`src/rtl/multiplexed_alarm_scheduler_top_assert.svh`:
```
// Assertion macros for the multiplexed alarm scheduler.
// Depends on clk and rst_n being visible where a macro is used.
`ifndef MULTIPLEXED_ALARM_SCHEDULER_TOP_ASSERT_SVH
`define MULTIPLEXED_ALARM_SCHEDULER_TOP_ASSERT_SVH

// same-cycle implication
`define MASCH_ASSERT_NOW(lbl, ante, cons, msg) \
    lbl: assert property (@(posedge clk) disable iff (!rst_n) (ante) |-> (cons)) \
        else $error(msg);

// next-cycle implication
`define MASCH_ASSERT_NEXT(lbl, ante, cons, msg) \
    lbl: assert property (@(posedge clk) disable iff (!rst_n) (ante) |=> (cons)) \
        else $error(msg);

`endif

```
`src/rtl/masch_pkg.sv`:
```
// Shared constants, types and helpers for the multiplexed alarm scheduler.
// No dependencies.
package masch_pkg;

    localparam int SLOTS    = 16;
    localparam int SLOT_W   = (SLOTS > 1) ? $clog2(SLOTS) : 1;
    localparam int CNT_W    = $clog2(SLOTS + 1);
    localparam int TIME_W   = 32;
    localparam int IDX_W    = 4;
    localparam int S_DATA_W = 104;
    localparam int M_DATA_W = 40;

    localparam logic [TIME_W-1:0] NO_ALARM = '1;

    localparam logic ERR_INVALID = 1'b0;
    localparam logic ERR_NO_SLOT = 1'b1;

    typedef enum logic [2:0] {
        ACT_REGISTER   = 3'd0,
        ACT_ENABLE     = 3'd1,
        ACT_DISABLE    = 3'd2,
        ACT_UPDATE     = 3'd3,
        ACT_TICK       = 3'd4,
        ACT_SET_KERNEL = 3'd5,
        ACT_FIRE_ALL   = 3'd6
    } action_t;

    typedef enum logic [2:0] {
        KIND_ACK   = 3'd0,
        KIND_ERROR = 3'd1,
        KIND_FIRED = 3'd2,
        KIND_SLEEP = 3'd3,
        KIND_PROG  = 3'd4
    } kind_t;

    typedef enum logic [2:0] {
        ST_IDLE,
        ST_REG_SCAN,
        ST_SINGLE,
        ST_SLEEP,
        ST_SCAN,
        ST_FLUSH,
        ST_PROG
    } state_t;

    typedef struct packed {
        kind_t             kind;
        logic              error_code;
        logic [IDX_W-1:0]  task_index_res;
        logic [TIME_W-1:0] alarm_time;
        logic              alarm_enable;
        logic              last;
    } res_t;

    function automatic logic [IDX_W-1:0] slot_to_res(input logic [SLOT_W-1:0] s);
        logic [SLOT_W+IDX_W-1:0] w;
        w = {{IDX_W{1'b0}}, s};
        return w[IDX_W-1:0];
    endfunction

    function automatic logic [SLOT_W-1:0] idx_to_slot(input logic [IDX_W-1:0] i);
        logic [SLOT_W+IDX_W-1:0] w;
        w = {{SLOT_W{1'b0}}, i};
        return w[SLOT_W-1:0];
    endfunction

    function automatic logic idx_in_range(input logic [IDX_W-1:0] i);
        logic [SLOT_W+IDX_W:0] w;
        w = {{(SLOT_W+1){1'b0}}, i};
        return w < (SLOT_W+IDX_W+1)'(SLOTS);
    endfunction

endpackage

```
`src/rtl/multiplexed_alarm_scheduler_top.sv`:
```
// Multiplexed alarm scheduler top level: command decode, slot flags, scan sequencer.
// Depends on masch_pkg, masch_ram, masch_obuf and the assertion macro header.
//
// One command request is taken at a time; s_tready is high only while the block
// is idle. Enable, disable, update, set-kernel-alarm and unknown commands give
// a single result. Register walks the registered flags one slot per cycle.
// Alarm tick and fire-all walk the deadline RAM through its one read port, one
// slot per cycle unless a fired result is blocked, then drain the held fired
// result and the alarm program result (fire-all with no alarm left ends on its
// last fired result, or on an acknowledge if nothing fired). Every result request
// leaves through an output register. No clearing pass is needed after reset.
`include "multiplexed_alarm_scheduler_top_assert.svh"

module multiplexed_alarm_scheduler_top (
    input  logic                           clk,
    input  logic                           rst_n,
    input  logic                           s_tvalid,
    output logic                           s_tready,
    // task_index[3:0], period[31:0], now_time[31:0], kernel_alarm_value[31:0],
    // kernel_irq_enabled, 3'b0
    input  logic [masch_pkg::S_DATA_W-1:0] s_tdata,
    // action[2:0]
    input  logic [2:0]                     s_tuser,
    output logic                           m_tvalid,
    input  logic                           m_tready,
    // error_code, task_index_res[3:0], alarm_time[31:0], alarm_enable, 2'b0
    output logic [masch_pkg::M_DATA_W-1:0] m_tdata,
    // kind[2:0]
    output logic [2:0]                     m_tuser,
    output logic                           m_tlast
);
    import masch_pkg::*;

    state_t state_reg, state_next;
    logic [SLOTS-1:0]  en_reg, en_next;
    logic [SLOTS-1:0]  regd_reg, regd_next;
    logic [TIME_W-1:0] next_alarm_reg, next_alarm_next;
    logic [TIME_W-1:0] kernel_alarm_reg, kernel_alarm_next;
    logic [TIME_W-1:0] now_reg, now_next;
    logic [TIME_W-1:0] best_reg, best_next;
    logic              fire_all_reg, fire_all_next;
    logic [CNT_W-1:0]  cnt_reg, cnt_next;
    logic              ev_valid_reg, ev_valid_next;
    logic [SLOT_W-1:0] ev_idx_reg, ev_idx_next;
    logic              hold_valid_reg, hold_valid_next;
    logic [SLOT_W-1:0] hold_idx_reg, hold_idx_next;
    logic              any_fire_reg, any_fire_next;
    res_t              res_reg, res_next;

    logic [IDX_W-1:0]  in_idx;
    logic [TIME_W-1:0] in_period;
    logic [TIME_W-1:0] in_now;
    logic [TIME_W-1:0] in_kval;
    logic              in_kirq;
    action_t           in_act;
    logic              accept;
    logic [SLOT_W-1:0] slot_sel;
    logic              slot_ok;

    logic [SLOT_W-1:0] scan_slot;
    logic              scan_end;
    logic              scan_done;
    logic              sleep_hit;
    logic              next_off;

    logic              ram_we;
    logic [SLOT_W-1:0] ram_waddr;
    logic [TIME_W-1:0] ram_wdata;
    logic              ram_re;
    logic [TIME_W-1:0] ram_rdata;

    logic              ev_act;
    logic              ev_fire;
    logic              ev_keep;
    logic              ev_block;

    logic              push;
    res_t              push_res;
    logic              can_take;

    assign in_idx    = s_tdata[3:0];
    assign in_period = s_tdata[35:4];
    assign in_now    = s_tdata[67:36];
    assign in_kval   = s_tdata[99:68];
    assign in_kirq   = s_tdata[100];
    assign in_act    = action_t'(s_tuser);

    assign s_tready  = (state_reg == ST_IDLE);
    assign accept    = s_tvalid && s_tready;
    assign slot_sel  = idx_to_slot(in_idx);
    assign slot_ok   = idx_in_range(in_idx) && regd_reg[slot_sel];

    assign scan_slot = cnt_reg[SLOT_W-1:0];
    assign scan_end  = (cnt_reg == CNT_W'(SLOTS));
    assign scan_done = scan_end && !ev_valid_reg;
    assign sleep_hit = (kernel_alarm_reg == next_alarm_reg);
    assign next_off  = (next_alarm_reg == NO_ALARM);

    assign ev_act   = ev_valid_reg && en_reg[ev_idx_reg] && regd_reg[ev_idx_reg];
    assign ev_fire  = ev_act && (fire_all_reg || (ram_rdata <= now_reg));
    assign ev_keep  = ev_act && !ev_fire;
    assign ev_block = ev_fire && hold_valid_reg && !can_take;

    masch_ram #(
        .WIDTH (TIME_W),
        .DEPTH (SLOTS),
        .AW    (SLOT_W)
    ) u_deadline_ram (
        .clk   (clk),
        .we    (ram_we),
        .waddr (ram_waddr),
        .wdata (ram_wdata),
        .re    (ram_re),
        .raddr (scan_slot),
        .rdata (ram_rdata)
    );

    masch_obuf u_obuf (
        .clk      (clk),
        .rst_n    (rst_n),
        .push     (push),
        .res      (push_res),
        .can_take (can_take),
        .m_tvalid (m_tvalid),
        .m_tready (m_tready),
        .m_tdata  (m_tdata),
        .m_tuser  (m_tuser),
        .m_tlast  (m_tlast)
    );

    // next state
    always_comb
    begin
        state_next = state_reg;
        case (state_reg)
            ST_IDLE:
            begin
                if (accept)
                begin
                    case (in_act)
                        ACT_REGISTER: state_next = ST_REG_SCAN;
                        ACT_TICK:     state_next = ST_SLEEP;
                        ACT_FIRE_ALL: state_next = ST_SCAN;
                        default:      state_next = ST_SINGLE;
                    endcase
                end
            end
            ST_REG_SCAN:
            begin
                if (!regd_reg[scan_slot] || (cnt_reg == CNT_W'(SLOTS - 1)))
                begin
                    state_next = ST_SINGLE;
                end
            end
            ST_SINGLE:
            begin
                if (can_take)
                begin
                    state_next = ST_IDLE;
                end
            end
            ST_SLEEP:
            begin
                if (!sleep_hit || can_take)
                begin
                    state_next = ST_SCAN;
                end
            end
            ST_SCAN:
            begin
                if (scan_done)
                begin
                    state_next = ST_FLUSH;
                end
            end
            ST_FLUSH:
            begin
                if (!hold_valid_reg || can_take)
                begin
                    state_next = ST_PROG;
                end
            end
            ST_PROG:
            begin
                if ((fire_all_reg && next_off && any_fire_reg) || can_take)
                begin
                    state_next = ST_IDLE;
                end
            end
            default: state_next = ST_IDLE;
        endcase
    end

    // datapath and result requests
    always_comb
    begin
        en_next           = en_reg;
        regd_next         = regd_reg;
        next_alarm_next   = next_alarm_reg;
        kernel_alarm_next = kernel_alarm_reg;
        now_next          = now_reg;
        best_next         = best_reg;
        fire_all_next     = fire_all_reg;
        cnt_next          = cnt_reg;
        ev_valid_next     = ev_valid_reg;
        ev_idx_next       = ev_idx_reg;
        hold_valid_next   = hold_valid_reg;
        hold_idx_next     = hold_idx_reg;
        any_fire_next     = any_fire_reg;
        res_next          = res_reg;
        ram_we            = 1'b0;
        ram_waddr         = slot_sel;
        ram_wdata         = NO_ALARM;
        ram_re            = 1'b0;
        push              = 1'b0;
        push_res          = '0;

        case (state_reg)
            ST_IDLE:
            begin
                if (accept)
                begin
                    now_next        = in_now;
                    fire_all_next   = (in_act == ACT_FIRE_ALL);
                    cnt_next        = '0;
                    ev_valid_next   = 1'b0;
                    hold_valid_next = 1'b0;
                    any_fire_next   = 1'b0;
                    best_next       = NO_ALARM;
                    res_next        = '0;
                    res_next.last   = 1'b1;
                    case (in_act)
                        ACT_REGISTER, ACT_TICK, ACT_FIRE_ALL:
                        begin
                            res_next.kind = KIND_ACK;
                        end
                        ACT_ENABLE, ACT_DISABLE:
                        begin
                            if (slot_ok)
                            begin
                                en_next[slot_sel] = (in_act == ACT_ENABLE);
                                res_next.kind     = KIND_ACK;
                            end
                            else
                            begin
                                res_next.kind       = KIND_ERROR;
                                res_next.error_code = ERR_INVALID;
                            end
                        end
                        ACT_UPDATE:
                        begin
                            if (slot_ok && (in_period != '0))
                            begin
                                ram_we            = 1'b1;
                                ram_wdata         = in_now + in_period;
                                en_next[slot_sel] = 1'b1;
                                res_next.kind     = KIND_ACK;
                            end
                            else
                            begin
                                res_next.kind       = KIND_ERROR;
                                res_next.error_code = ERR_INVALID;
                            end
                        end
                        ACT_SET_KERNEL:
                        begin
                            kernel_alarm_next = in_kirq ? in_kval : NO_ALARM;
                            res_next.kind     = KIND_ACK;
                        end
                        default:
                        begin
                            res_next.kind       = KIND_ERROR;
                            res_next.error_code = ERR_INVALID;
                        end
                    endcase
                end
            end
            ST_REG_SCAN:
            begin
                if (!regd_reg[scan_slot])
                begin
                    regd_next[scan_slot]    = 1'b1;
                    en_next[scan_slot]      = 1'b0;
                    ram_we                  = 1'b1;
                    ram_waddr               = scan_slot;
                    ram_wdata               = NO_ALARM;
                    res_next.kind           = KIND_ACK;
                    res_next.task_index_res = slot_to_res(scan_slot);
                end
                else if (cnt_reg == CNT_W'(SLOTS - 1))
                begin
                    res_next.kind       = KIND_ERROR;
                    res_next.error_code = ERR_NO_SLOT;
                end
                else
                begin
                    cnt_next = cnt_reg + CNT_W'(1);
                end
            end
            ST_SINGLE:
            begin
                push     = 1'b1;
                push_res = res_reg;
            end
            ST_SLEEP:
            begin
                if (sleep_hit)
                begin
                    push          = 1'b1;
                    push_res.kind = KIND_SLEEP;
                end
            end
            ST_SCAN:
            begin
                if (!ev_block)
                begin
                    if (ev_fire)
                    begin
                        en_next[ev_idx_reg] = 1'b0;
                        hold_valid_next     = 1'b1;
                        hold_idx_next       = ev_idx_reg;
                        any_fire_next       = 1'b1;
                        if (hold_valid_reg)
                        begin
                            push                    = 1'b1;
                            push_res.kind           = KIND_FIRED;
                            push_res.task_index_res = slot_to_res(hold_idx_reg);
                        end
                    end
                    if (ev_keep && (ram_rdata < best_reg))
                    begin
                        best_next = ram_rdata;
                    end
                    if (!scan_end)
                    begin
                        ram_re        = 1'b1;
                        ev_valid_next = 1'b1;
                        ev_idx_next   = scan_slot;
                        cnt_next      = cnt_reg + CNT_W'(1);
                    end
                    else
                    begin
                        ev_valid_next = 1'b0;
                    end
                    if (scan_done)
                    begin
                        next_alarm_next = (best_reg > kernel_alarm_reg) ?
                                          kernel_alarm_reg : best_reg;
                    end
                end
            end
            ST_FLUSH:
            begin
                if (hold_valid_reg)
                begin
                    push                    = 1'b1;
                    push_res.kind           = KIND_FIRED;
                    push_res.task_index_res = slot_to_res(hold_idx_reg);
                    push_res.last           = fire_all_reg && next_off;
                    if (can_take)
                    begin
                        hold_valid_next = 1'b0;
                    end
                end
            end
            ST_PROG:
            begin
                if (!next_off)
                begin
                    push                  = 1'b1;
                    push_res.kind         = KIND_PROG;
                    push_res.alarm_time   = next_alarm_reg;
                    push_res.alarm_enable = 1'b1;
                    push_res.last         = 1'b1;
                end
                else if (!fire_all_reg)
                begin
                    push                  = 1'b1;
                    push_res.kind         = KIND_PROG;
                    push_res.alarm_time   = NO_ALARM;
                    push_res.last         = 1'b1;
                end
                else if (!any_fire_reg)
                begin
                    push          = 1'b1;
                    push_res.kind = KIND_ACK;
                    push_res.last = 1'b1;
                end
            end
            default:
            begin
                push = 1'b0;
            end
        endcase
    end

    always_ff @(posedge clk or negedge rst_n)
    begin
        if (!rst_n)
        begin
            state_reg        <= ST_IDLE;
            en_reg           <= '0;
            regd_reg         <= '0;
            next_alarm_reg   <= NO_ALARM;
            kernel_alarm_reg <= NO_ALARM;
            fire_all_reg     <= 1'b0;
            cnt_reg          <= '0;
            ev_valid_reg     <= 1'b0;
            hold_valid_reg   <= 1'b0;
            any_fire_reg     <= 1'b0;
        end
        else
        begin
            state_reg        <= state_next;
            en_reg           <= en_next;
            regd_reg         <= regd_next;
            next_alarm_reg   <= next_alarm_next;
            kernel_alarm_reg <= kernel_alarm_next;
            fire_all_reg     <= fire_all_next;
            cnt_reg          <= cnt_next;
            ev_valid_reg     <= ev_valid_next;
            hold_valid_reg   <= hold_valid_next;
            any_fire_reg     <= any_fire_next;
        end
    end

    always_ff @(posedge clk)
    begin
        now_reg      <= now_next;
        best_reg     <= best_next;
        ev_idx_reg   <= ev_idx_next;
        hold_idx_reg <= hold_idx_next;
        res_reg      <= res_next;
    end

    `MASCH_ASSERT_NOW(a_idle_no_hold, state_reg == ST_IDLE, !hold_valid_reg && !ev_valid_reg, "fired result held while idle")
    `MASCH_ASSERT_NEXT(a_fire_clears_enable, (state_reg == ST_SCAN) && ev_fire && !ev_block, !en_reg[$past(ev_idx_reg)] && hold_valid_reg, "fired slot still enabled")
    `MASCH_ASSERT_NEXT(a_register_claims, (state_reg == ST_REG_SCAN) && !regd_reg[scan_slot], regd_reg[$past(scan_slot)] && (state_reg == ST_SINGLE), "register did not claim slot")
    `MASCH_ASSERT_NOW(a_scan_count, (state_reg == ST_SCAN) || (state_reg == ST_REG_SCAN), cnt_reg <= CNT_W'(SLOTS), "scan counter past slot count")

endmodule

```
`src/rtl/masch_ram.sv`:
```
// Generic single-port-write, single-port-read RAM with registered read data.
// No dependencies.
module masch_ram #(
    parameter int WIDTH = 32,
    parameter int DEPTH = 16,
    parameter int AW    = (DEPTH > 1) ? $clog2(DEPTH) : 1
) (
    input  logic             clk,
    input  logic             we,
    input  logic [AW-1:0]    waddr,
    input  logic [WIDTH-1:0] wdata,
    input  logic             re,
    input  logic [AW-1:0]    raddr,
    output logic [WIDTH-1:0] rdata
);

    logic [WIDTH-1:0] mem [DEPTH];
    logic [WIDTH-1:0] rdata_reg;

    always_ff @(posedge clk)
    begin
        if (we)
        begin
            mem[waddr] <= wdata;
        end
        if (re)
        begin
            rdata_reg <= mem[raddr];
        end
    end

    assign rdata = rdata_reg;

endmodule

```
`src/rtl/masch_obuf.sv`:
```
// Output register stage: holds one result request for the master stream.
// Depends on masch_pkg.
module masch_obuf (
    input  logic                          clk,
    input  logic                          rst_n,
    input  logic                          push,
    input  masch_pkg::res_t               res,
    output logic                          can_take,
    output logic                          m_tvalid,
    input  logic                          m_tready,
    // error_code, task_index_res[3:0], alarm_time[31:0], alarm_enable, 2'b0
    output logic [masch_pkg::M_DATA_W-1:0] m_tdata,
    // kind[2:0]
    output logic [2:0]                    m_tuser,
    output logic                          m_tlast
);
    import masch_pkg::*;

    logic valid_reg;
    logic valid_next;
    res_t data_reg;

    assign can_take = !valid_reg || m_tready;

    always_comb
    begin
        valid_next = valid_reg;
        if (push && can_take)
        begin
            valid_next = 1'b1;
        end
        else if (m_tready)
        begin
            valid_next = 1'b0;
        end
    end

    always_ff @(posedge clk or negedge rst_n)
    begin
        if (!rst_n)
        begin
            valid_reg <= 1'b0;
        end
        else
        begin
            valid_reg <= valid_next;
        end
    end

    always_ff @(posedge clk)
    begin
        if (push && can_take)
        begin
            data_reg <= res;
        end
    end

    assign m_tvalid = valid_reg;
    assign m_tdata  = {2'b00, data_reg.alarm_enable, data_reg.alarm_time,
                       data_reg.task_index_res, data_reg.error_code};
    assign m_tuser  = data_reg.kind;
    assign m_tlast  = data_reg.last;

endmodule

```
`config.mk`:
```
export PLATFORM = sky130hd
export DESIGN_NAME = multiplexed_alarm_scheduler_top
export DESIGN_NICKNAME = d
export VERILOG_FILES = /design/src/rtl/masch_pkg.sv /design/src/rtl/multiplexed_alarm_scheduler_top.sv /design/src/rtl/masch_ram.sv /design/src/rtl/masch_obuf.sv
export VERILOG_INCLUDE_DIRS = /design/src /design/src/rtl
export SDC_FILE = /design/constraint.sdc
export NUM_CORES = 1
export LEC_CHECK = 0
export BUFFER_PORTS_ARGS = -buffer_cell sky130_fd_sc_hd__clkbuf_2
export CORE_MARGIN = 2
export CORE_UTILIZATION = 56
export DETAILED_ROUTE_END_ITERATION = 12
export GPL_TIMING_DRIVEN = 0
export MAX_ROUTING_LAYER = met4
export PLACE_DENSITY = 0.81
export RECOVER_POWER = 50
export SLEW_MARGIN = 20
export SYNTH_ARGS = -nofsm -noshare
export SYNTH_HDL_FRONTEND = slang
export SYNTH_HIERARCHICAL = 1
export SYNTH_SLANG_ARGS = --single-unit
```
`constraint.sdc`:
```
create_clock -name clk -period 5.65 [get_ports clk]
set_input_delay 1.4125 -clock clk [delete_from_list [all_inputs] [get_ports clk]]
set_output_delay 1.4125 -clock clk [all_outputs]
set_load 0.005 [all_outputs]
```
After elaboration in Yosys (flattened, before gate mapping)
Memories as Yosys holds them, arrays and structs flattened. A register that Yosys moved wholly into a read port is not among the register bits. Cells that the tools add are included.

Eq/ne operators: 35. Bitwise operators: 9. Muxes and demuxes: 104. Reductions and logical operators: 55. $add $sub $neg: 2. $lt $le $gt $ge: 9.

Operators by type and width (number): $mux 32 (11); $mux 16 (6); $pmux 32 s2 (1); $pmux 16 s3 (1); $mux 42 (1); $mux 1 (36); $add 32x32->32 (1); $and 16x16->16 (2); $eq 32x32->1 (1); $eq 32x32->1 const B (1); $gt 32x32->1 (1); $le 32x32->1 (1); $lt 32x32->1 (1); $not 16->16 (2); $or 16x16->16 (2); $pmux 16 s2 (1); $reduce_bool 32->1 (1); $mux 3 (10); $mux 4 (7); $ne 2x2->1 const B (14); $mux 5 (5); $pmux 3 s7 (1); $reduce_and 3->1 (7); $eq 3x3->1 const B (6); 36 further kinds (94).

Input bits: 111. Word-level logic and storage cells: 239. Memories kept: 1. Bits in registers: 231. RAM bits: 512. Output and inout port bits: 46.

Memories: u_deadline_ram.mem (depth 16, bits a word 32, read ports 1, clocked after memory_dff 1, write ports 1, RTL line masch_ram.sv:17) `logic [WIDTH-1:0] mem [DEPTH];`.

Longest topological paths before layout
Depth after elaboration: 11. Mapped depth: 11. Depth with buffers taken out: 11.

By module
Netlist, hierarchy kept.

By module, submodules not included: masch_ram (times used 1, sequential area each 16335.7 um2, cells each 838, area each 20155.6 um2); multiplexed_alarm_scheduler_top (times used 1, sequential area each 5124.9 um2, cells each 1439, area each 13457.9 um2); masch_obuf (times used 1, sequential area each 1286.2 um2, cells each 49, area each 1333.8 um2).

Worst setup path after synthesis
OpenSTA, ideal clock, no wires.

Kind: input to register. From: in s_tdata[0] (netlist name). To: mem u_deadline_ram.mem[0][0] (enable). Data arrival time: 5.762 ns. Required time: 5.189 ns. Path buffers: 1. Cell stages on the path: 9. Library setup time: 0.461 ns. Slack: -0.573 ns. Cells stage by stage: buf_6 > mux4_2 > a22o_1 > a221oi_2 > nor4_1 > inv_1 > o21ai_0 > or3b_2 > nor3_1.

Word-level cells in the longest chain between the ends: 9. Elaborated cells between the ends (all ways): 11. Those cells by class: 10 x mux; 1 x reduce/logical.

RTL lines: start: declaration (RTL line multiplexed_alarm_scheduler_top.sv:21) `input logic [masch_pkg::S_DATA_W-1:0] s_tdata,`; $bmux 1 s4 (RTL line multiplexed_alarm_scheduler_top.sv:91) `assign slot_ok = idx_in_range(in_idx) && regd_reg[slot_sel];`; $mux 1 (not written as such) (RTL line multiplexed_alarm_scheduler_top.sv:91); $logic_and 1x1->1 (RTL line multiplexed_alarm_scheduler_top.sv:252) `if (slot_ok && (in_period != '0))`; $mux 1 (RTL line multiplexed_alarm_scheduler_top.sv:252); $mux 1 (RTL line multiplexed_alarm_scheduler_top.sv:232) `case (in_act)`; $mux 1 (RTL line multiplexed_alarm_scheduler_top.sv:221) `if (accept)`; $pmux 1 s2 (RTL line multiplexed_alarm_scheduler_top.sv:218) `case (state_reg)`; net ram_we (RTL line multiplexed_alarm_scheduler_top.sv:66) `logic ram_we;`; $mux 1 (RTL line masch_ram.sv:22) `if (we)`; $mux 1 (not written as such) (RTL line masch_ram.sv:24) `mem[waddr] <= wdata;`; end: declaration (RTL line masch_ram.sv:17).

The timed path passes the listed nets, and every way through them passes these cells. The select of a mux whose other input is x is not followed.

Final worst setup path
From: reg cnt_reg[2]. To: mem u_deadline_ram.mem[0][6] (enable).

Elaborated cells between the ends (all ways): 8. Those cells by class: 8 x mux.

RTL lines: start: declaration (RTL line multiplexed_alarm_scheduler_top.sv:42) `logic [CNT_W-1:0] cnt_reg, cnt_next;`; start signal: assignment (RTL line multiplexed_alarm_scheduler_top.sv:420) `cnt_reg <= cnt_next;`; $bmux 1 s4 (RTL line multiplexed_alarm_scheduler_top.sv:280) `if (!regd_reg[scan_slot])`; $mux 1 (not written as such) (RTL line multiplexed_alarm_scheduler_top.sv:280); $mux 4 * (RTL line multiplexed_alarm_scheduler_top.sv:280); $mux 4 * (RTL line multiplexed_alarm_scheduler_top.sv:218); net ram_waddr[2] (RTL line multiplexed_alarm_scheduler_top.sv:67) `logic [SLOT_W-1:0] ram_waddr;`.

The timed path passes the listed nets; every way through them passes the cells marked *. The select of a mux whose other input is x is not followed.

==> metrics.csv <==
metric,value,unit
Max-slew headroom,-38.3,%
number of nets in the layout,2831,
clock buffer count from CTS,78,
Most Frequent Cell on Critical Path,clkbuf_1,
CP max FO,12,
Layout area overhead,14.5,%
top post-synthesis cells by count,"edfxtp_1, mux4_2, inv_1",
synth warn,6,
type of destination of the critical path,flop,
HPWL Detailed,66500,µm
failing checks,"capacitance limit, slew limit",
max reg flops,512,
RSZ-0062 raised after global routing,no,
DRC viols,0,
die height,254,µm
DR WL/cell,28.0,µm
Starting Density,56.6,%
most common cell in the netlist,edfxtp_1,
GRT overflow,0,
Final setup viols,0,
I/O pins,157,
"CTS clk-pin slew, worst paths",60,ps
register area share after synthesis,65.1,%
layout cell share with drive strength beyond 1,19.1,%
post-synthesis async set-or-reset flop share,14.1,%
Final Util,64.8,%
Worst Hold Slack,512,ps
clk_lat worst skew,670,ps
multi-input gate area in the final layout,0.0113,mm²
critical path arrival,5520,ps
Synth top area share,57.1,%
num rows,91,
Via Count,22694,
Hold Path Class,reg -> reg,
"Top FF cell, synth",edfxtp_1,
CTS tree,yes,
Worst-Margin Slew,2070,ps
Synth Register Bits,773,
Yosys cell types,76,
status,"finished, violations left",
MaxCap Viol Count,4,
Detailed Route WL,97900,µm
Max Slew Vio Count,146,
Pleak,14.9,nW
# fillers,4271,
setup bufs post-CTS,0,
Synth area leaders,"edfxtp_1, mux4_2, dfstp_2",
CTS Hold Bufs,0,
synthesized cell area,0.0349,mm²
"EDFF count, synth",664,
crit path cell chain,clkbuf_1 -> nor2b_1 -> clkbuf_1 -> a22o_1 -> or2_0 -> nor2_1 -> buf_2 -> mux2_2 -> or3b_2 -> nor3_4 -> buf_8,
clk root buf,clkbuf_16,
crit share post-route,91.9,%
Die Footprint,0.0644,mm²
Post-CTS Resized,0,
DRT iter0 DRCs,2600,
first-pass iteration count of the detailed router,6,
die width,254,µm
syn avg cell area,15.0,µm²
clock buffer depth,3,
largest net degree at the start of global routing,84,
power per standard cell area,419,mW/mm²
final antenna-violating net count,0,
Worst Path Required,5980,ps
register area,0.0227,mm²
"slowest stage delay, CP",740,ps
Final Hold Vio Count,0,
first-pass GRT wire length,145000,µm
PortBufs,146,
CTS H-tree depth,3,
critical path class,reg -> reg,
GRT Overall Usage,31.8,%
CP Launch Type,flop,
Critical-path top delay cell,nor3_4,
post-synth top area cell,edfxtp_1,
via/cell ratio,6.50,
Placer Congestion,0.936,
Setup TNS,0,ps
vias in the first global route,22874,
Clock Sink Count,773,
Final min period,5190,ps
VDD IR max,248,µV
Biggest register,u_deadline_ram/mem,
Post-Syn Instances,2326,
Layout Skew,56.4,ps
Fmax achieved,193,MHz
core area,0.0617,mm²
initial antenna violation count,6,
-- area by class of cell --
cell class / instances / area share [%]
Antenna cell: 4 / 0.0250
Clock inverter: 52 / 1.50
Tap cell: 837 / 2.62
Multi-Input combinational cell: 1309 / 28.2
Inverter: 133 / 1.25
Clock buffer: 93 / 5.09
Timing Repair Buffer: 181 / 3.17
Buffer: 112 / 1.25
Sequential cell: 773 / 56.9
-- per-stage QoR --
| step | power, mW | std cells | area [µm²] | worst slack, ps |
|---|---|---|---|---|
| 6_report | 16.8 | 3494 | 40000 | 460 |
| 5_1_grt | 17.4 | 3494 | 40000 | 303 |
| 4_1_cts | 16.9 | 3490 | 40300 | 607 |
| 3_5_place_dp | 11.6 | 3345 | 37600 | 83.4 |
| 3_3_place_gp | 11.4 | 3310 | 36700 | -2820 |
| 2_1_floorplan | 10.1 | 2327 | 35000 | 298 |
-- worst paths after layout --
path | startpoint | end | slack (ps) | depth (start not counted)
max in group asynchronous | rst_n | ev_valid_reg$_DFFE_PN0P_ | 1740 | 2
max | cnt_reg[2]$_DFFE_PN0P_ | u_deadline_ram/mem[0][6]$_DFFE_PP_ | 460 | 11
max reg2reg | cnt_reg[2]$_DFFE_PN0P_ | u_deadline_ram/mem[0][6]$_DFFE_PP_ | 460 | 11
min in group asynchronous | rst_n | en_reg[6]$_DFFE_PN0P_ | 1170 | 1
min reg2reg | ev_idx_reg[1]$_DFFE_PP_ | hold_idx_reg[1]$_DFFE_PP_ | 510 | 0
min | ev_idx_reg[1]$_DFFE_PP_ | hold_idx_reg[1]$_DFFE_PP_ | 510 | 0
-- cell usage in the layout (no fill, tap or decap), drive strengths merged, types with 51 or more instances in the layout --
cell / synthesis / final
dfstp: 64 / 64
o21ai: 126 / 126
inv: 133 / 134
clkbuf: 68 / 326
nand2: 125 / 125
buf: 44 / 60
edfxtp: 664 / 664
a22oi: 65 / 65
mux4: 138 / 138
nor2: 91 / 91
nand2b: 51 / 51
a21oi: 97 / 97
ha: 131 / 131
-- per-layer routing --
layer  part of all wire [%]  global-route usage [%]  routed length, µm  vias to the layer above
met2                     49                    51.1              47800                     1457
met4                    4.9                    15.2               4810                        0
li1                       -                       -                  -                     9573
met3                    9.4                    5.41               9200                      300
met1                     37                    39.6              36000                    11364
met5                      0                       -                  0                        -
-- critical path: cells and delay by family (launching register included) --
kind                   cells  cell delay [ps]
and+or+nand+nor            5             2170
buffers and inverters      4             1380
DFF                        1              590
muxes                      1              410
AOI/OAI and AO/OA          1              330
-- cells by family (layout without fill, tap and decap cells) --
family / Yosys count / in the layout / synth area share (%)
buffers and inverters: 245 / 571 / 2.90
AOI/OAI and AO/OA: 474 / 474 / 8.90
and+or+nand+nor: 466 / 466 / 6.86
adders and majority gates: 132 / 132 / 4.75
muxes: 180 / 180 / 10.1
other: 1 / 6 / 0.0107
xor gates and xnor gates: 55 / 55 / 1.38
DFF: 773 / 773 / 65.1
-- power breakdown --
part	switching, mW	internal [mW]
combinational	2.56	1.69
clock	2.32	2.95
sequential	0.394	6.86
total	5.27	11.5
Power figures use the tool's default switching activity.
